`config.mk`:
```
export PLATFORM = sky130hd
export DESIGN_NAME = gray_dither_pixel_packer
export DESIGN_NICKNAME = d
export VERILOG_FILES = /design/src/rtl/gdpp_pkg.sv /design/src/rtl/gray_dither_pixel_packer.sv
export SDC_FILE = /design/constraint.sdc
export NUM_CORES = 1
export LEC_CHECK = 0
export ABC_AREA = 1
export BUFFER_PORTS_ARGS = -buffer_cell sky130_fd_sc_hd__buf_2
export CAP_MARGIN = 20
export CORE_UTILIZATION = 63
export DETAILED_ROUTE_END_ITERATION = 12
export PLACE_DENSITY = 0.84
export SETUP_SLACK_MARGIN = 0.15
export SKIP_CTS_REPAIR_TIMING = 1
export SLEW_MARGIN = 20
export SYNTH_ARGS = -nofsm -noshare
export SYNTH_HDL_FRONTEND = slang
export SYNTH_SLANG_ARGS = --single-unit
export TNS_END_PERCENT = 100
```
`constraint.sdc`:
```
create_clock -name clk -period 9.6 [get_ports clk]
set_input_delay 1.44 -clock clk [delete_from_list [all_inputs] [get_ports clk]]
set_output_delay 1.44 -clock clk [all_outputs]
set_load 0.005 [all_outputs]
```
`src/rtl/gdpp_pkg.sv`:
```
package gdpp_pkg;

	localparam int unsigned LUMA_W   = 8;
	localparam int unsigned BYTE_W   = 8;
	localparam int unsigned CARRY_W  = 7;
	localparam int unsigned SLOT_W   = 3;
	localparam int unsigned CFG_IDX_W = 3;
	localparam int unsigned CFG_W    = 8;

	// brightness - 16 is added to every sample
	localparam int signed   BRIGHT_OFFSET = 16;
	localparam int unsigned PIX_MAX       = 255;

	typedef enum logic [CFG_IDX_W-1:0] {
		CFG_BPP_LOG2   = 3'd0,
		CFG_BRIGHTNESS = 3'd1,
		CFG_DITHER_EN  = 3'd2,
		CFG_INVERT     = 3'd3,
		CFG_FIRST_HIGH = 3'd4
	} cfg_idx_t;

	typedef struct packed {
		logic [1:0]        bpp_log2;
		logic signed [7:0] brightness;
		logic              dither_enable;
		logic              invert_output;
		logic              first_in_high_bits;
	} cfg_t;

	localparam cfg_t CFG_RESET = '{
		bpp_log2:           2'd2,
		brightness:         8'sd0,
		dither_enable:      1'b0,
		invert_output:      1'b0,
		first_in_high_bits: 1'b0
	};

	// low (8 - bits per pixel) bits of a clamped sample, limited to 7 bits
	function automatic logic [CARRY_W-1:0] dither_mask(input logic [1:0] bpp_log2);
		logic [BYTE_W-1:0] m;
		begin
			m = 8'hFF >> (4'd1 << bpp_log2);
			dither_mask = m[CARRY_W-1:0];
		end
	endfunction

endpackage

```
`src/rtl/gray_dither_pixel_packer.sv`:
```
// Channel  Dir  Width  Contents
// s_*      in   8 + 1  s_tdata: luma[7:0]; s_tuser: frame_start
// m_*      out  8      m_tdata: packed_byte[7:0]
// cfg_*    in   3 + 8  register index, write data (no read-back)
//
// One word per clock sustained. A word is held in the input register, then the
// add, clamp, shift and merge into the partial byte run combinationally and
// finished bytes land in the output register.
// The input register only stalls when its word completes a byte while the
// output register still holds an untaken byte; words that only fill a slot
// pass through regardless of m_tready.
// arst_n clears config to defaults, carry to 7, packing state to slot 0.
module gray_dither_pixel_packer (
	input  logic                          clk,
	input  logic                          arst_n,
	input  logic                          s_tvalid,
	output logic                          s_tready,
	input  logic [7:0]                    s_tdata,   // luma[7:0]
	input  logic [0:0]                    s_tuser,   // frame_start
	output logic                          m_tvalid,
	input  logic                          m_tready,
	output logic [7:0]                    m_tdata,   // packed_byte[7:0]
	input  logic                          cfg_we,
	input  logic [gdpp_pkg::CFG_IDX_W-1:0] cfg_index,
	input  logic [gdpp_pkg::CFG_W-1:0]    cfg_data
);

	// configuration registers
	gdpp_pkg::cfg_t cfg_q;

	always_ff @(posedge clk or negedge arst_n) begin
		if (!arst_n) begin
			cfg_q <= gdpp_pkg::CFG_RESET;
		end else if (cfg_we) begin
			case (cfg_index)
				gdpp_pkg::CFG_BPP_LOG2:   cfg_q.bpp_log2           <= cfg_data[1:0];
				gdpp_pkg::CFG_BRIGHTNESS: cfg_q.brightness         <= $signed(cfg_data);
				gdpp_pkg::CFG_DITHER_EN:  cfg_q.dither_enable      <= cfg_data[0];
				gdpp_pkg::CFG_INVERT:     cfg_q.invert_output      <= cfg_data[0];
				gdpp_pkg::CFG_FIRST_HIGH: cfg_q.first_in_high_bits <= cfg_data[0];
				default: ;
			endcase
		end
	end

	// input register
	logic                          valid_s1;
	logic [gdpp_pkg::LUMA_W-1:0]   luma_s1;
	logic                          fs_s1;
	logic                          fire_s1;

	// packing state
	logic [gdpp_pkg::CARRY_W-1:0]  carry_q;
	logic [gdpp_pkg::BYTE_W-1:0]   partial_q;
	logic [gdpp_pkg::SLOT_W-1:0]   slot_q;

	// output register
	logic                          m_valid_q;
	logic [gdpp_pkg::BYTE_W-1:0]   m_data_q;

	// datapath
	logic [gdpp_pkg::CARRY_W-1:0]  mask;
	logic [3:0]                    bits;
	logic [3:0]                    count;
	logic [gdpp_pkg::CARRY_W-1:0]  carry_eff;
	logic [gdpp_pkg::BYTE_W-1:0]   partial_eff;
	logic [gdpp_pkg::SLOT_W-1:0]   slot_eff;
	logic signed [9:0]             sum;
	logic [gdpp_pkg::BYTE_W-1:0]   clamped;
	logic [gdpp_pkg::BYTE_W-1:0]   pix;
	logic [3:0]                    slot_end;
	logic [3:0]                    hi_pos;
	logic [2:0]                    pos;
	logic [gdpp_pkg::BYTE_W-1:0]   partial_new;
	logic [3:0]                    slot_next;
	logic                          emit;
	logic                          out_free;

	always_comb begin
		mask  = gdpp_pkg::dither_mask(cfg_q.bpp_log2);
		bits  = 4'd1 << cfg_q.bpp_log2;
		count = 4'd8 >> cfg_q.bpp_log2;

		// frame start reloads the remainder and restarts the byte; a slot left
		// out of range by a bpp change drops the partial byte
		carry_eff = fs_s1 ? (mask >> 1) : carry_q;
		if (fs_s1 || ({1'b0, slot_q} >= count)) begin
			partial_eff = '0;
			slot_eff    = '0;
		end else begin
			partial_eff = partial_q;
			slot_eff    = slot_q;
		end

		sum = $signed({2'b00, luma_s1})
		    + $signed({3'b000, (cfg_q.dither_enable ? carry_eff : 7'd0)})
		    + 10'(cfg_q.brightness)
		    - 10'(gdpp_pkg::BRIGHT_OFFSET);
		if (sum < 10'sd0)
			clamped = '0;
		else if (sum > 10'(gdpp_pkg::PIX_MAX))
			clamped = 8'(gdpp_pkg::PIX_MAX);
		else
			clamped = sum[7:0];

		pix = clamped >> (4'd8 - bits);

		// slot n sits at n*bits, or at 8-(n+1)*bits when first pixel goes high
		slot_end = ({1'b0, slot_eff} + 4'd1) << cfg_q.bpp_log2;
		hi_pos   = 4'd8 - slot_end;
		pos      = cfg_q.first_in_high_bits ? hi_pos[2:0] : 3'(slot_eff << cfg_q.bpp_log2);

		partial_new = partial_eff | 8'(pix << pos);
		slot_next   = {1'b0, slot_eff} + 4'd1;
		emit        = (slot_next == count);
	end

	assign out_free = !m_valid_q || m_tready;
	assign fire_s1  = valid_s1 && (out_free || !emit);
	assign s_tready = !valid_s1 || fire_s1;

	always_ff @(posedge clk or negedge arst_n) begin
		if (!arst_n) begin
			valid_s1 <= 1'b0;
		end else if (s_tready) begin
			valid_s1 <= s_tvalid;
		end
	end

	always_ff @(posedge clk) begin
		if (s_tvalid && s_tready) begin
			luma_s1 <= s_tdata;
			fs_s1   <= s_tuser[0];
		end
	end

	always_ff @(posedge clk or negedge arst_n) begin
		if (!arst_n) begin
			carry_q   <= gdpp_pkg::dither_mask(gdpp_pkg::CFG_RESET.bpp_log2) >> 1;
			partial_q <= '0;
			slot_q    <= '0;
		end else if (fire_s1) begin
			carry_q <= cfg_q.dither_enable ? (clamped[gdpp_pkg::CARRY_W-1:0] & mask)
			                               : carry_eff;
			if (emit) begin
				partial_q <= '0;
				slot_q    <= '0;
			end else begin
				partial_q <= partial_new;
				slot_q    <= slot_next[gdpp_pkg::SLOT_W-1:0];
			end
		end
	end

	always_ff @(posedge clk or negedge arst_n) begin
		if (!arst_n) begin
			m_valid_q <= 1'b0;
		end else if (fire_s1 && emit) begin
			m_valid_q <= 1'b1;
		end else if (m_tready) begin
			m_valid_q <= 1'b0;
		end
	end

	always_ff @(posedge clk) begin
		if (fire_s1 && emit)
			m_data_q <= cfg_q.invert_output ? ~partial_new : partial_new;
	end

	assign m_tvalid = m_valid_q;
	assign m_tdata  = m_data_q;

	// remainder is frozen while dithering is off and no frame starts
	a_carry_hold: assert property (@(posedge clk) disable iff (!arst_n)
		fire_s1 && !cfg_q.dither_enable && !fs_s1 |=> $stable(carry_q))
		else $error("carry changed with dithering off");

	// a completed byte always reaches the output register
	a_emit_shows: assert property (@(posedge clk) disable iff (!arst_n)
		fire_s1 && emit |=> m_valid_q)
		else $error("completed byte not presented");

	// never overwrite an untaken byte
	a_no_overrun: assert property (@(posedge clk) disable iff (!arst_n)
		fire_s1 && emit |-> !m_valid_q || m_tready)
		else $error("output byte overwritten");

	// a frame start that does not finish a byte leaves packing at slot 1
	a_fs_restart: assert property (@(posedge clk) disable iff (!arst_n)
		fire_s1 && fs_s1 && !emit |=> slot_q == 3'd1)
		else $error("frame start did not restart packing");

	// input side only stalls behind a held word
	a_stall_cause: assert property (@(posedge clk) disable iff (!arst_n)
		!s_tready |-> valid_s1 && emit && m_valid_q && !m_tready)
		else $error("input stalled without cause");

endmodule

```
Word level (Yosys, flattened, before mapping)
Cells that the tools add are included.
{"block": "classes", "add_sub_neg": 6, "order_cmp": 3, "n_eq_ne": 5, "shift": 7, "n_mux": 13, "n_bitwise": 3, "reduce_logical": 17}
{"op": "8-bit two-way mux", "n": 5}
{"op": "7-bit two-way mux", "n": 3}
{"op": "10-bit by 8-bit adder with 10-bit output", "n": 1}
{"op": "10-bit by 8-bit > comparator with 1-bit output, second input constant", "n": 1}
{"op": "10-bit by 1-bit < comparator with 1-bit output, second input constant", "n": 1}
{"op": "2-bit AND reduction", "n": 5}
{"op": "10-bit by 6-bit subtractor with 10-bit output, second input constant", "n": 1}
{"op": "8-bit by 7-bit adder with 9-bit output", "n": 1}
{"op": "3-bit two-way mux", "n": 3}
{"op": "8-bit NOT", "n": 1}
{"op": "8-bit OR", "n": 1}
{"op": "8-bit by 3-bit << shifter with 8-bit output", "n": 1}
{"op": "8-bit by 4-bit right shift with 7-bit output, first input constant", "n": 1}
{"op": "8-bit by 4-bit right shift with 8-bit output", "n": 1}
{"op": "7-bit AND", "n": 1}
{"op": "3-bit by 2-bit equality test with 1-bit output, second input constant", "n": 2}
{"op": "3-bit by 1-bit adder with 4-bit output, second input constant", "n": 1}
{"op": "4-bit equality test", "n": 1}
{"op": "3-bit by 4-bit greater-or-equal comparator with 1-bit output", "n": 1}
{"op": "1-bit logical OR", "n": 4}
{"op": "1-bit by 2-bit << shifter with 4-bit output, first input constant", "n": 1}
{"op": "4-bit by 2-bit << shifter with 3-bit output", "n": 1}
{"op": "4-bit by 2-bit right shift with 4-bit output, first input constant", "n": 1}
{"op": "4-bit subtractor, first input constant", "n": 1}
{"op": "other kinds (9)", "n": 14}
{"block": "totals", "ff_bits": 50, "inputBits": 25, "output_inout_bits": 10, "word_cells": 67}

Logic depth before layout (Yosys ltp)
Gate-level depths: netlist (run 1).
{"block": "depth", "depth_word": 15, "depth_mapped": 35}

Worst setup path before layout (run 1)
OpenSTA, ideal clock, no wires.
{"block": "synth_path", "kind": "register -> register", "startpoint": "register cfg_q[12] (netlist name)", "endpoint": "register m_data_q, in the netlist m_tdata[5] (data pin)", "setup_ns": 0.253, "arrival_ns": 4.369, "required_time_ns": 9.347, "setup_slack_ns": 4.978, "stages_incl_launch_ff": 32, "path_buffers": 2, "synth_period_minus_slack_ns": 4.622, "cell_sequence": "dfstp_2 > buf_6 > nand2_1 > inv_1 > nand2_1 > o21ai_0 > nor2_1 > ha_1 > inv_1 > fa_1 > o21ai_0 > a21oi_1 > o21ai_0 > xnor2_1 > ha_1 > inv_1 > ha_1 > a21oi_1 > nor2_1 > nor2_1 > nand3_1 > nand2_1 > clkbuf_1 > nand3_1 > nand2_1 > nand2_1 > nand2_1 > nand3_1 > nand2_1 > inv_1 > nand3_1 > nand2_1"}
{"block": "synth_via", "elab_chain_cells": 15}
{"item": "start: declaration", "line_no": "gray_dither_pixel_packer.sv:29", "source": "gdpp_pkg::cfg_t cfg_q;"}
{"item": "start signal: assignment", "line_no": "gray_dither_pixel_packer.sv:33", "source": "cfg_q <= gdpp_pkg::CFG_RESET;"}
{"item": "1-bit by 2-bit << shifter with 4-bit output", "line_no": "gdpp_pkg.sv:42, gray_dither_pixel_packer.sv:81"}
{"item": "8-bit by 4-bit right shift with 7-bit output", "line_no": "gdpp_pkg.sv:42", "source": "m = 8'hFF >> (4'd1 << bpp_log2);"}
{"item": "7-bit two-way mux", "line_no": "gray_dither_pixel_packer.sv:86", "source": "carry_eff = fs_s1 ? (mask >> 1) : carry_q;"}
{"item": "7-bit two-way mux", "line_no": "gray_dither_pixel_packer.sv:96", "source": "+ $signed({3'b000, (cfg_q.dither_enable ? carry_eff : 7'd0)})"}
{"item": "8-bit by 7-bit adder with 9-bit output", "line_no": "gray_dither_pixel_packer.sv:96"}
{"item": "10-bit by 8-bit adder with 10-bit output", "line_no": "gray_dither_pixel_packer.sv:97", "source": "+ 10'(cfg_q.brightness)"}
{"item": "10-bit by 6-bit subtractor with 10-bit output", "line_no": "gray_dither_pixel_packer.sv:98", "source": "- 10'(gdpp_pkg::BRIGHT_OFFSET);"}
{"item": "10-bit by 8-bit > comparator with 1-bit output", "line_no": "gray_dither_pixel_packer.sv:101", "source": "else if (sum > 10'(gdpp_pkg::PIX_MAX))"}
{"item": "8-bit two-way mux", "line_no": "gray_dither_pixel_packer.sv:101"}
{"item": "8-bit two-way mux", "line_no": "gray_dither_pixel_packer.sv:99", "source": "if (sum < 10'sd0)"}
{"item": "8-bit by 4-bit right shift with 8-bit output", "line_no": "gray_dither_pixel_packer.sv:106", "source": "pix = clamped >> (4'd8 - bits);"}
{"item": "8-bit by 3-bit << shifter with 8-bit output", "line_no": "gray_dither_pixel_packer.sv:113", "source": "partial_new = partial_eff | 8'(pix << pos);"}
{"item": "8-bit OR *", "line_no": "gray_dither_pixel_packer.sv:113"}
{"item": "8-bit NOT", "line_no": "gray_dither_pixel_packer.sv:167", "source": "m_data_q <= cfg_q.invert_output ? ~partial_new : partial_new;"}
{"item": "8-bit two-way mux *", "line_no": "gray_dither_pixel_packer.sv:167"}
{"item": "end signal: assignment", "line_no": "gray_dither_pixel_packer.sv:167"}
{"item": "end: declaration", "line_no": "gray_dither_pixel_packer.sv:59", "source": "logic [gdpp_pkg::BYTE_W-1:0] m_data_q;"}
Mark *: on every way between the ends. The rest lies on a longest branch, timed or not.
A chain may end at the register's enable or synchronous reset.

Final worst setup path (run 1)
{"block": "layout_path", "startpoint": "register cfg_q[11] (netlist name)", "endpoint": "register m_data_q, in the netlist m_tdata[3] (data pin)"}
The elaborated chain is that of the path after synthesis.

==> key figures, run 1 <==
Power
  • Design internal power: 0.547 mW
  • Peak supply drop: ~0.00013 V
  • Fraction of power consumed by the clock network: 0.121
  • Share of power burned in registers: 0.297
  • Combinational share of power: 0.582
  • Fraction of power spent switching nets: 0.481
  • Leakage Power: around 2.2 nW
  • Power density cells: roughly 260 mW/mm^2
  • Sw power: between 0.5 and 0.6 mW

Critical path
  • Depth of the most critical reg-to-reg path: 29
  • Delay of the slowest critical-path stage: about 0.48 ns
  • Capturing point of the worst reg2reg path: m_tdata[3]
  • Critical path capture point type: flip-flop
  • Cell repeated most along the worst path: sky130_fd_sc_hd__nand2_1
  • Crit path kind: reg -> reg
  • Data arrival time at the worst-slack endpoint: 5.58 ns
  • Slack of the worst reg-to-reg path: ~4.1 ns
  • Required @ worst endpoint: ~9.7 ns
  • CP max-delay cell: sky130_fd_sc_hd__dfrtp_1
  • Worst r2r src: cfg_q[11]
  • Maximum fanout encountered on the critical timing path: 18
  • CP Launch Type: flip-flop
  • Top cell family by delay on the critical path: simple AND/OR/NAND/NOR gates
  • Crit path buf inv count: 3

Logic synthesis
  • Portion of the post-synthesis area used by sequential elements: 0.360
  • Synth Instances: 516
  • Post-synthesis net count: roughly 570
  • Number of flops mapped to enable cells by yosys: 17
  • Most used flip-flop cell after synthesis: sky130_fd_sc_hd__dfrtp_1
  • Main combinational cell family by area after synthesis: simple AND/OR/NAND/NOR gates
  • Cell area after technology mapping: between 0.003 and 0.004 mm^2
  • Distinct cells, synth: 38
  • Adder-cell share of the synthesized area: 0.108
  • Xor/xnor share of the synthesized area: 0.0188
  • Post-synthesis sequential element count: 50
  • Simple-gate portion of the synthesized area: 0.346
  • Post-Synthesis Mean Instance Area: a little over 7 um^2
  • Multiplexer share of the synthesized area: 0.00605
  • Count of yosys warnings during synthesis: 0
  • Post-synth ARST share: 0.660
  • Fraction of the mapped netlist area in compound gates: 0.0763

Final layout
  • Area added between synthesis and finish: 7.76%
  • Antenna diode instance count: 0
  • Register area: between 0.001 and 0.0015 mm^2
  • Final-layout fill cell count: 496
  • Share of cells above drive strength 1: 0.119
  • Area used by multi-input combinational logic: 0.00207 mm^2
  • Net count reported at finish: between 600 and 700

Timing
  • FMAX: 0.181 GHz
  • Setup TNS: 0 ns
  • Unrepaired setup endpoints after global routing: no
  • Remaining max-slew budget at the tightest pin: 0.498
  • Shortest period the worst path allows: approximately 5.5 ns
  • Largest clock skew in the final design: 0.00918 ns
  • Final setup violation count: 0
  • Slew at the pin closest to its max-slew limit: around 0.75 ns
  • Number of hold violations in the final report: 0
  • Slew Viols, Final: 0
  • Fin crit share: 0.574
  • Min setup slack post-route: 4.09 ns

Detailed routing
  • Post-route antenna net violation count: 0
  • DRT Pass-1 Iters: 5
  • Number of DRC violations after detailed routing: 0
  • Total via count in the routed design: roughly 3.5k
  • Wirelength, routed: roughly 8400 um
  • DRC violation total after the first TritonRoute iteration: 308
  • Via-per-instance ratio: 5.57
  • WL/cell: ~14 um

Clock network
  • H-tree levels: 2
  • Cts bufs inserted: 5
  • Library cell used as clock root buffer: sky130_fd_sc_hd__clkbuf_8
  • Num Clock Sinks: 50
  • Clock transition at the register clock pins on the worst setup and hold paths after CTS: 0.09 ns
  • Number of buffers between clock root and the deepest sink: 2
  • Clock latency on the worst-skew pair: around 0.31 ns
  • CTS tree: yes

Placement
  • Port-buffer cells: 34
  • Global placer's final weighted congestion: around 0.92
  • Minimum setup slack after placement: 4.26 ns
  • HPWL Detailed: between 6000 and 7000 um

Job
  • Reported max-cap violation count: 0

Hold path
  • Classification of the worst-slack hold path: reg -> reg
  • Worst hold path endpoint: carry_q[2]
  • Launch instance of the worst min-delay path: carry_q[2]
  • Cell depth of the worst hold path: 2

Die
  • Die X: a little under 80 um
  • FP Rows: 27
  • Initial Utilization: 0.664
  • Floorplan die area: 0.00622 mm^2
  • Core Region: approximately 0.0056 mm^2
  • Top-Level Pins: 35
  • Die Height: between 70 and 80 um

Global route
  • Remaining global-route overflow: 0
  • Antenna violations before repair: 0
  • Gr usage total: 0.289
  • Number of global-route vias before repair: about 3.1k
  • Global-route wire length before repair: between 10000 and 15000 um
  • Maximum number of pins on one net before global-route repair: 34

Run status
  • Run status: finished, final reports clean
==> per-layer routing <==
| metal | vias to the layer above | wire, um | track usage |
|---|---|---|---|
| met3 | 14 | 537 | 0.0345 |
| met2 | 136 | 3850 | 0.474 |
| met5 | - | 0 | 0 |
| met4 | 0 | 117 | 0.0636 |
| met1 | 1579 | 3870 | 0.410 |
| li1 | 1726 | - | - |
==> worst max-delay path by stage <==
stage / from / to / cells after the start / slack [ns]
2_1_floorplan: cfg_q[12] / m_tdata[5] / 31 / 4.98
3_3_place_gp: cfg_q[11] / m_tdata[3] / 29 / 4.49
3_5_place_dp: cfg_q[11] / m_tdata[3] / 29 / 4.26
4_1_cts: cfg_q[11] / m_tdata[3] / 29 / 4.24
5_1_grt: cfg_q[12] / m_tdata[3] / 31 / 3.54
6_report: cfg_q[11] / m_tdata[3] / 29 / 4.09
==> registers in the layout, summed over array words and instances, names as in the netlist <==
name	cells
cfg_q	13
luma_s1	8
m_tdata	8
partial_q	8
carry_q	7
slot_q	3
fs_s1	1
m_tvalid	1
valid_s1	1
==> cell type report <==
class	instances	area share
Timing Repair Buffer	34	0.0424
Multi-Input combinational cell	389	0.515
Clock inverter	1	0.00125
Inverter	67	0.0630
Tap cell	72	0.0224
Sequential cell	50	0.334
Clock buffer	7	0.0215
==> synth_stat cells, types with 4 or more instances <==
library cell | number | share of area
sky130_fd_sc_hd__nand2_1 | 181 | 0.18
sky130_fd_sc_hd__inv_1 | 64 | 0.064
sky130_fd_sc_hd__nand3_1 | 60 | 0.081
sky130_fd_sc_hd__nor2_1 | 34 | 0.034
sky130_fd_sc_hd__dfrtp_1 | 29 | 0.19
sky130_fd_sc_hd__ha_1 | 29 | 0.097
sky130_fd_sc_hd__o21ai_0 | 24 | 0.032
sky130_fd_sc_hd__edfxtp_1 | 17 | 0.14
sky130_fd_sc_hd__a21oi_1 | 12 | 0.016
sky130_fd_sc_hd__o22ai_1 | 6 | 0.010
sky130_fd_sc_hd__nand4_1 | 5 | 0.0084
sky130_fd_sc_hd__xor2_1 | 5 | 0.012
sky130_fd_sc_hd__clkbuf_1 | 4 | 0.0040
sky130_fd_sc_hd__dfstp_2 | 4 | 0.028
sky130_fd_sc_hd__nand3b_1 | 4 | 0.0081
==> logic make-up after synthesis <==
group | count (synthesis)
simple gates | 297
buf+inv | 77
compound gates | 51
flops | 50
fa+ha+maj | 31
xor+xnor | 8
mux | 2
==> per-stage QoR <==
step | cells | utilization | hold WS (ns) | power, mW | instance area, um^2
6_report | 620 | 0.716 | 0.476 | 1.05 | 4010
5_1_grt | 620 | 0.716 | 0.484 | 1.15 | 4010
4_1_cts | 620 | 0.716 | 0.478 | 1.04 | 4010
3_5_place_dp | 612 | 0.699 | 0.462 | 0.911 | 3920
3_3_place_gp | 612 | 0.699 | 0.451 | 0.889 | 3920
2_1_floorplan | 516 | - | 0.437 | 0.785 | 3720
==> worst reg2reg max path, delay by kind of cell, from the launching register on <==
kind / cells / cell delay (ns)
adders and majority gates: 4 / 1.21
xor gates and xnor gates: 1 / 0.15
DFF: 1 / 0.48
and+or+nand+nor: 15 / 1.89
AOI/OAI and AO/OA: 6 / 1.29
buffers and inverters: 3 / 0.26
==> cell usage in the layout (no fill, tap or decap), types with 6 or more instances in the layout <==
cell	n
sky130_fd_sc_hd__nand3_1	60
sky130_fd_sc_hd__dfrtp_1	29
sky130_fd_sc_hd__inv_1	64
sky130_fd_sc_hd__nor2_1	34
sky130_fd_sc_hd__edfxtp_1	17
sky130_fd_sc_hd__clkbuf_8	6
sky130_fd_sc_hd__nand2_1	181
sky130_fd_sc_hd__o22ai_1	6
sky130_fd_sc_hd__o21ai_0	23
sky130_fd_sc_hd__buf_2	34
sky130_fd_sc_hd__a21oi_1	12
sky130_fd_sc_hd__ha_1	29
==> power groups by stage <==
stage | registers, mW | logic [mW] | clock network [mW]
finish | 0.313 | 0.613 | 0.128
global route | 0.318 | 0.696 | 0.137
CTS | 0.312 | 0.600 | 0.132
detailed placement | 0.315 | 0.596 | 0
global placement | 0.314 | 0.575 | 0
floorplan | 0.300 | 0.485 | 0
No activity file was read; power rests on OpenSTA's default activity.
==> inputs of run 2 (changes only) <==
--- a/config.mk
+++ b/config.mk
@@ -8,9 +8,9 @@
 export ABC_AREA = 1
 export BUFFER_PORTS_ARGS = -buffer_cell sky130_fd_sc_hd__buf_2
 export CAP_MARGIN = 20
-export CORE_UTILIZATION = 63
+export CORE_UTILIZATION = 60
 export DETAILED_ROUTE_END_ITERATION = 12
-export PLACE_DENSITY = 0.84
+export PLACE_DENSITY = 0.81
 export SETUP_SLACK_MARGIN = 0.15
 export SKIP_CTS_REPAIR_TIMING = 1
 export SLEW_MARGIN = 20
==> constraint.sdc (replaced) <==
create_clock -name clk -period 5.7 [get_ports clk]
set_input_delay 0.855 -clock clk [delete_from_list [all_inputs] [get_ports clk]]
set_output_delay 0.855 -clock clk [all_outputs]
set_load 0.005 [all_outputs]
==> run 2 against run 1 <==
Compared with the run above:
- critical path depth up 3
- critical path type unchanged
- first-iteration DRC count rose by 2.9%
- core utilization shrank 3.2 points
- via count decreased by 0.29%
- clock skew fell by 0.0049 ns
- non-clock buffer count grew 2
- clock power is 96% higher
- total power increased by 73%
- global-route usage down 0.61 points
- register-to-register slack got worse by 3.4 ns
- wire length barely moved
==> key figures, run 2 (synthesis results as in run 1) <==
Timing
  • Slew Viols, Final: 0 (unchanged)
  • Number of hold violations in the final report: 0 (unchanged)
  • Largest clock skew in the final design: 0.00424 ns (-0.00494 ns)
  • Unrepaired setup endpoints after global routing: no
  • Remaining max-slew budget at the tightest pin: 0.501 (+0.00287)
  • FMAX: 0.199 GHz (+9.4%)
  • Slew at the pin closest to its max-slew limit: 0.749 ns (-0.00431 ns)
  • Fin crit share: 0.884 (+0.310)
  • Worst hold-check slack: 0.471 ns (-0.00447 ns)
  • Min setup slack post-route: 0.663 ns (-3.43 ns)
  • Shortest period the worst path allows: 5.04 ns (-0.475 ns)
  • Final setup violation count: 0 (unchanged)
  • Setup TNS: 0 ns (unchanged)

Clock network
  • Number of buffers between clock root and the deepest sink: 2 (unchanged)
  • Library cell used as clock root buffer: sky130_fd_sc_hd__clkbuf_8
  • Clock latency on the worst-skew pair: 0.30 ns (about the same)
  • CTS tree: yes
  • Num Clock Sinks: 50 (unchanged)
  • Clock transition at the register clock pins on the worst setup and hold paths after CTS: 0.09 ns (about the same)
  • Cts bufs inserted: 5 (unchanged)
  • H-tree levels: 2 (unchanged)

Critical path
  • CP max-delay cell: sky130_fd_sc_hd__dfstp_2
  • Crit path kind: reg -> reg
  • Cell repeated most along the worst path: sky130_fd_sc_hd__nand2_1
  • Capturing point of the worst reg2reg path: m_tdata[7]
  • Required @ worst endpoint: 5.77 ns (-3.90 ns)
  • Slack of the worst reg-to-reg path: 0.66 ns (-3.43 ns)
  • Worst r2r src: cfg_q[12]
  • Depth of the most critical reg-to-reg path: 32 (+10%)
  • Maximum fanout encountered on the critical timing path: 8 (-10)
  • Data arrival time at the worst-slack endpoint: 5.10 ns (-0.48 ns)
  • Critical path capture point type: flip-flop
  • Delay of the slowest critical-path stage: 0.61 ns (+0.13 ns)
  • CP Launch Type: flip-flop

Detailed routing
  • Wirelength, routed: 8390 um (about the same)
  • Via-per-instance ratio: 5.51 (-1.1%)
  • DRT Pass-1 Iters: 6 (+1)
  • Post-route antenna net violation count: 0 (unchanged)
  • Total via count in the routed design: 3445 (-0.29%)
  • Number of DRC violations after detailed routing: 0 (unchanged)
  • WL/cell: 13.4 um (-0.72%)
  • DRC violation total after the first TritonRoute iteration: 317 (+2.9%)

Final layout
  • Area used by multi-input combinational logic: 0.00208 mm^2 (+0.79%)
  • Antenna diode instance count: 0 (unchanged)
  • Final instance area: 0.00407 mm^2 (+1.4%)
  • Register area: 0.00134 mm^2 (unchanged)
  • Net count reported at finish: 605 (+0.33%)
  • Share of the core filled with cells: 0.683 (-0.0323)
  • Final-layout fill cell count: 518 (+4.4%)
  • Register with the highest flop count: cfg_q
  • Number of flip-flops in the largest register: 13 (unchanged)
  • Area added between synthesis and finish: 9.27%
  • Share of cells above drive strength 1: 0.133 (+0.0141)
  • Top library cells by usage in the layout, fill and taps aside: sky130_fd_sc_hd__nand2_1, sky130_fd_sc_hd__inv_1, sky130_fd_sc_hd__nand3_1
  • Most common cell after layout, fill and taps aside: sky130_fd_sc_hd__nand2_1
  • Count of placed standard cells in the final layout, fillers left out: 625 (+0.81%)

Global route
  • Remaining global-route overflow: 0 (unchanged)
  • Maximum number of pins on one net before global-route repair: 34 (unchanged)
  • Global-route wire length before repair: 14200 um (+1.2%)
  • Antenna violations before repair: 0 (unchanged)
  • Number of global-route vias before repair: 3206 (+2.3%)
  • Gr usage total: 0.282 (-0.00615)

Job
  • Reported max-cap violation count: 0 (unchanged)

Power
  • Overall power consumption: 1.82 mW (+73%)
  • Power density cells: 448 mW/mm^2 (+71%)
  • Leakage Power: 2.19 nW (+0.57%)
  • Peak supply drop: 0.000234 V (+81%)

Hold path
  • Worst hold path endpoint: carry_q[0]
  • Classification of the worst-slack hold path: reg -> reg
  • Cell depth of the worst hold path: 2 (unchanged)
  • Launch instance of the worst min-delay path: carry_q[0]

Die
  • Die X: 80.8 um (+2.4%)
  • Floorplan die area: 0.00653 mm^2 (+4.9%)
  • Core Region: 0.00596 mm^2 (+6.2%)
  • Top-Level Pins: 35 (unchanged)
  • FP Rows: 28 (+3.7%)
  • Die Height: 80.8 um (+2.4%)
  • Initial Utilization: 0.625 (-0.0388)

Placement
  • Placed inst area: 0.00393 mm^2 (+0.29%)
  • Post-placement cell count: 616 (+0.65%)
  • HPWL Detailed: 6460 um (-0.26%)
  • Port-buffer cells: 34 (unchanged)
  • Global placer's final weighted congestion: 0.927 (+1.0%)
  • Minimum setup slack after placement: 0.438 ns (-3.82 ns)

Run status
  • Run status: finished, final reports clean
[run 2: cell count changes in the layout (fill, tap and decap cells not counted), sizes merged]
cell      previous run  this run
buf                 34        36
bufinv               0         1
clkbuf               7         6
clkinv               2         1
clkinvlp             0         1
[run 2: power by group]
part	internal (mW)	switching (mW)	total, mW
sequential	0.464	0.0630	0.527
clock	0.131	0.120	0.251
combinational	0.367	0.679	1.05
total	0.962	0.862	1.82
[run 2: metal layers]
metal	share of wire	vias up	wire length [um]	GRT usage
li1	-	1741	-	-
met1	0.46	1568	3880	0.382
met2	0.46	126	3840	0.461
met3	0.070	10	587	0.0663
met4	0.0093	0	78	0.0625
met5	0	-	0	0
[run 2: worst max path at each step]
stage               depth (start not counted)  slack (ns)       from    endpoint
floorplan                                  31        1.08  cfg_q[12]  m_tdata[5]
global placement                           29        0.60  cfg_q[11]  m_tdata[3]
detailed placement                         32        0.44  cfg_q[12]  m_tdata[7]
CTS                                        29        0.38  cfg_q[11]  m_tdata[7]
global route                               32        0.16  cfg_q[12]  m_tdata[7]
finish                                     32        0.66  cfg_q[12]  m_tdata[7]
[run 2: cell type report]
class / instances / area share
clock buffer: 6 / 0.0178
sequential: 50 / 0.330
inverter: 67 / 0.0627
timing repair buffer: 36 / 0.0455
clock inverter: 2 / 0.00922
multi-input combinational: 389 / 0.512
tap: 75 / 0.0231
[run 2: worst max-delay path, delay by kind of cell (launching register included)]
kind / cells / cell delay [ns]
simple gates: 19 / 1.99
compound gates: 6 / 0.89
fa+ha+maj: 3 / 0.87
flops: 1 / 0.61
buf+inv: 3 / 0.23
xor+xnor: 1 / 0.22
==> inputs of run 3 (changes only) <==
--- a/config.mk
+++ b/config.mk
@@ -6,11 +6,12 @@
 export NUM_CORES = 1
 export LEC_CHECK = 0
 export ABC_AREA = 1
+export ABC_CLOCK_PERIOD_IN_PS = 5700
 export BUFFER_PORTS_ARGS = -buffer_cell sky130_fd_sc_hd__buf_2
 export CAP_MARGIN = 20
-export CORE_UTILIZATION = 60
+export CORE_UTILIZATION = 26
 export DETAILED_ROUTE_END_ITERATION = 12
-export PLACE_DENSITY = 0.81
+export PLACE_DENSITY = 0.45
 export SETUP_SLACK_MARGIN = 0.15
 export SKIP_CTS_REPAIR_TIMING = 1
 export SLEW_MARGIN = 20
==> run 3 against run 2 <==
Compared with the run above:
- hold slack worse by 0.0066 ns
- wire length rose by 16%
- global-route usage fell by 14 points
- clock skew increased by 0.0058 ns
- register-to-register slack worse by 0.07 ns
- combinational power about the same
- via count is 1.5% lower
- flip-flop and latch count unchanged
- fmax fell by 1.5%
- core utilization down 38 points
- sequential share of layout area fell by 1.5 points
- critical endpoint is now m_tdata[2]
- largest cell class unchanged
==> key figures, run 3 (synthesis results as in run 1) <==
Power
  • Peak supply drop: 0.000150 V (-36%)
  • Fraction of power consumed by the clock network: 0.181 (+0.044)
  • Leakage Power: 2.22 nW (+1.6%)
  • Combinational share of power: 0.550 (-0.024)
  • Share of power burned in registers: 0.270 (-0.019)
  • Design internal power: 1.04 mW (+8.5%)
  • Fraction of power spent switching nets: 0.463 (-0.00982)
  • Power density cells: 455 mW/mm^2 (+1.6%)
  • Sw power: 0.898 mW (+4.3%)

Critical path
  • Crit path kind: reg -> reg
  • Delay of the slowest critical-path stage: 0.60 ns (about the same)
  • Required @ worst endpoint: 5.77 ns (about the same)
  • Critical path capture point type: flip-flop
  • Cell repeated most along the worst path: sky130_fd_sc_hd__nand2_1
  • CP max-delay cell: sky130_fd_sc_hd__dfstp_2
  • CP Launch Type: flip-flop
  • Data arrival time at the worst-slack endpoint: 5.18 ns (+0.08 ns)
  • Maximum fanout encountered on the critical timing path: 8 (unchanged)

Job
  • Reported max-cap violation count: 0 (unchanged)

Die
  • Initial Utilization: 0.267 (-0.358)
  • Top-Level Pins: 35 (unchanged)
  • Die X: 122 um (+51%)
  • Die Height: 122 um (+51%)
  • Floorplan die area: 0.0148 mm^2 (+130%)
  • FP Rows: 43 (+54%)
  • Core Region: 0.0139 mm^2 (+130%)

Final layout
  • Share of cells above drive strength 1: 0.130 (-0.00229)
  • Top library cells by usage in the layout, fill and taps aside: sky130_fd_sc_hd__nand2_1, sky130_fd_sc_hd__inv_1, sky130_fd_sc_hd__nand3_1
  • Net count reported at finish: 607 (+0.33%)
  • Most common cell after layout, fill and taps aside: sky130_fd_sc_hd__nand2_1
  • Count of placed standard cells in the final layout, fillers left out: 732 (+17%)
  • Number of flip-flops in the largest register: 13 (unchanged)
  • Area added between synthesis and finish: 14.5%
  • Register with the highest flop count: cfg_q
  • Antenna diode instance count: 0 (unchanged)
  • Final instance area: 0.00426 mm^2 (+4.8%)

Clock network
  • Cts bufs inserted: 5 (unchanged)
  • Library cell used as clock root buffer: sky130_fd_sc_hd__clkbuf_16
  • CTS tree: yes
  • Clock transition at the register clock pins on the worst setup and hold paths after CTS: 0.08 ns (about the same)
  • Clock latency on the worst-skew pair: 0.31 ns (about the same)
  • Num Clock Sinks: 50 (unchanged)
  • H-tree levels: 2 (unchanged)
  • Number of buffers between clock root and the deepest sink: 2 (unchanged)

Global route
  • Gr usage total: 0.143 (-0.139)
  • Antenna violations before repair: 0 (unchanged)
  • Grt met1 use: 0.200 (-0.181)
  • Global-route wire length before repair: 16200 um (+15%)
  • Global routing's busiest layer: met2
  • Number of global-route vias before repair: 3279 (+2.3%)
  • Met3 Track Usage GR: 0.0262 (-0.0401)
  • Met2 GRT Util: 0.223 (-0.238)
  • Remaining global-route overflow: 0 (unchanged)
  • Maximum number of pins on one net before global-route repair: 34 (unchanged)

Timing
  • Number of hold violations in the final report: 0 (unchanged)
  • Slew at the pin closest to its max-slew limit: 0.843 ns (+0.0939 ns)
  • FMAX: 0.196 GHz (-1.5%)
  • Largest clock skew in the final design: 0.0100 ns (+0.00577 ns)
  • Unrepaired setup endpoints after global routing: yes
  • Setup TNS: 0 ns (unchanged)
  • Slew Viols, Final: 0 (unchanged)
  • Fin crit share: 0.897 (+0.0131)
  • Final setup violation count: 0 (unchanged)
  • Shortest period the worst path allows: 5.11 ns (+0.0747 ns)
  • Remaining max-slew budget at the tightest pin: 0.438 (-0.0626)

Placement
  • Post-placement cell count: 722 (+17%)
  • HPWL Detailed: 7550 um (+17%)
  • Port-buffer cells: 34 (unchanged)
  • Global placer's final weighted congestion: 0.876 (-5.5%)
  • Placed inst area: 0.00407 mm^2 (+3.5%)

Detailed routing
  • DRT Pass-1 Iters: 4 (-2)
  • Number of DRC violations after detailed routing: 0 (unchanged)
  • Post-route antenna net violation count: 0 (unchanged)
  • DRC violation total after the first TritonRoute iteration: 205 (-35%)
  • Total via count in the routed design: 3392 (-1.5%)
  • Via-per-instance ratio: 4.63 (-16%)
  • WL/cell: 13.2 um (-1.4%)
  • Wirelength, routed: 9690 um (+16%)

Run status
  • Run status: finished, final reports clean

Hold path
  • Classification of the worst-slack hold path: reg -> reg
==> run 3: cell types whose count changed in the layout (fill, tap and decap cells not counted), sizes merged <==
cell	previous run	this run
buf	36	38
==> run 3: final timing paths <==
kind                       slack (ns)  depth (start not counted)         end       start
max                              0.59                         31  m_tdata[2]   cfg_q[12]
min                              0.46                          2  carry_q[0]  carry_q[0]
max reg2reg                      0.59                         31  m_tdata[2]   cfg_q[12]
min reg2reg                      0.46                          2  carry_q[0]  carry_q[0]
max in group asynchronous        4.51                          1  carry_q[6]      arst_n
min in group asynchronous        0.66                          1   slot_q[1]      arst_n
==> run 3: cell type report <==
cell class                      count  area (um^2)
Inverter                           67          253
Timing Repair Buffer               38          200
Clock buffer                        6          129
Sequential cell                    50         1340
Fill cell                        1507         9670
Clock inverter                      2         37.5
Multi-Input combinational cell    389         2080
Tap cell                          180          225
==> run 3: power by group through the flow <==
stage | sequential [mW] | combinational, mW | clock [mW]
final | 0.524 | 1.07 | 0.351
after CTS | 0.525 | 1.06 | 0.362
after detailed placement | 0.532 | 1.05 | 0
after global routing | 0.535 | 1.24 | 0.373
after global placement | 0.532 | 1.04 | 0
after floorplan | 0.505 | 0.816 | 0
==> run 3: worst max-delay path, delay by kind of cell (launching register included) <==
kind                       cells  cell delay [ns]
xor gates and xnor gates       1             0.22
and+or+nand+nor               18             1.98
AOI/OAI and AO/OA              6             0.89
adders and majority gates      3             0.87
buffers and inverters          3             0.29
DFF                            1             0.60
==> run 3: layer usage <==
| metal | up-vias | part of all wire |
|---|---|---|
| met5 | - | 0 |
| met4 | 0 | 0.017 |
| met3 | 9 | 0.047 |
| met2 | 83 | 0.45 |
| met1 | 1566 | 0.49 |
| li1 | 1734 | - |
==> run 3: per-stage QoR <==
step	worst slack, ns	util	hold slack (ns)	total power, mW
final	0.588	0.306	0.465	1.94
after global routing	0.113	0.306	0.493	2.15
after CTS	0.275	0.304	0.465	1.94
after detailed placement	0.282	0.292	0.455	1.58
after global placement	0.417	0.292	0.460	1.57
after floorplan	1.08	-	0.437	1.32
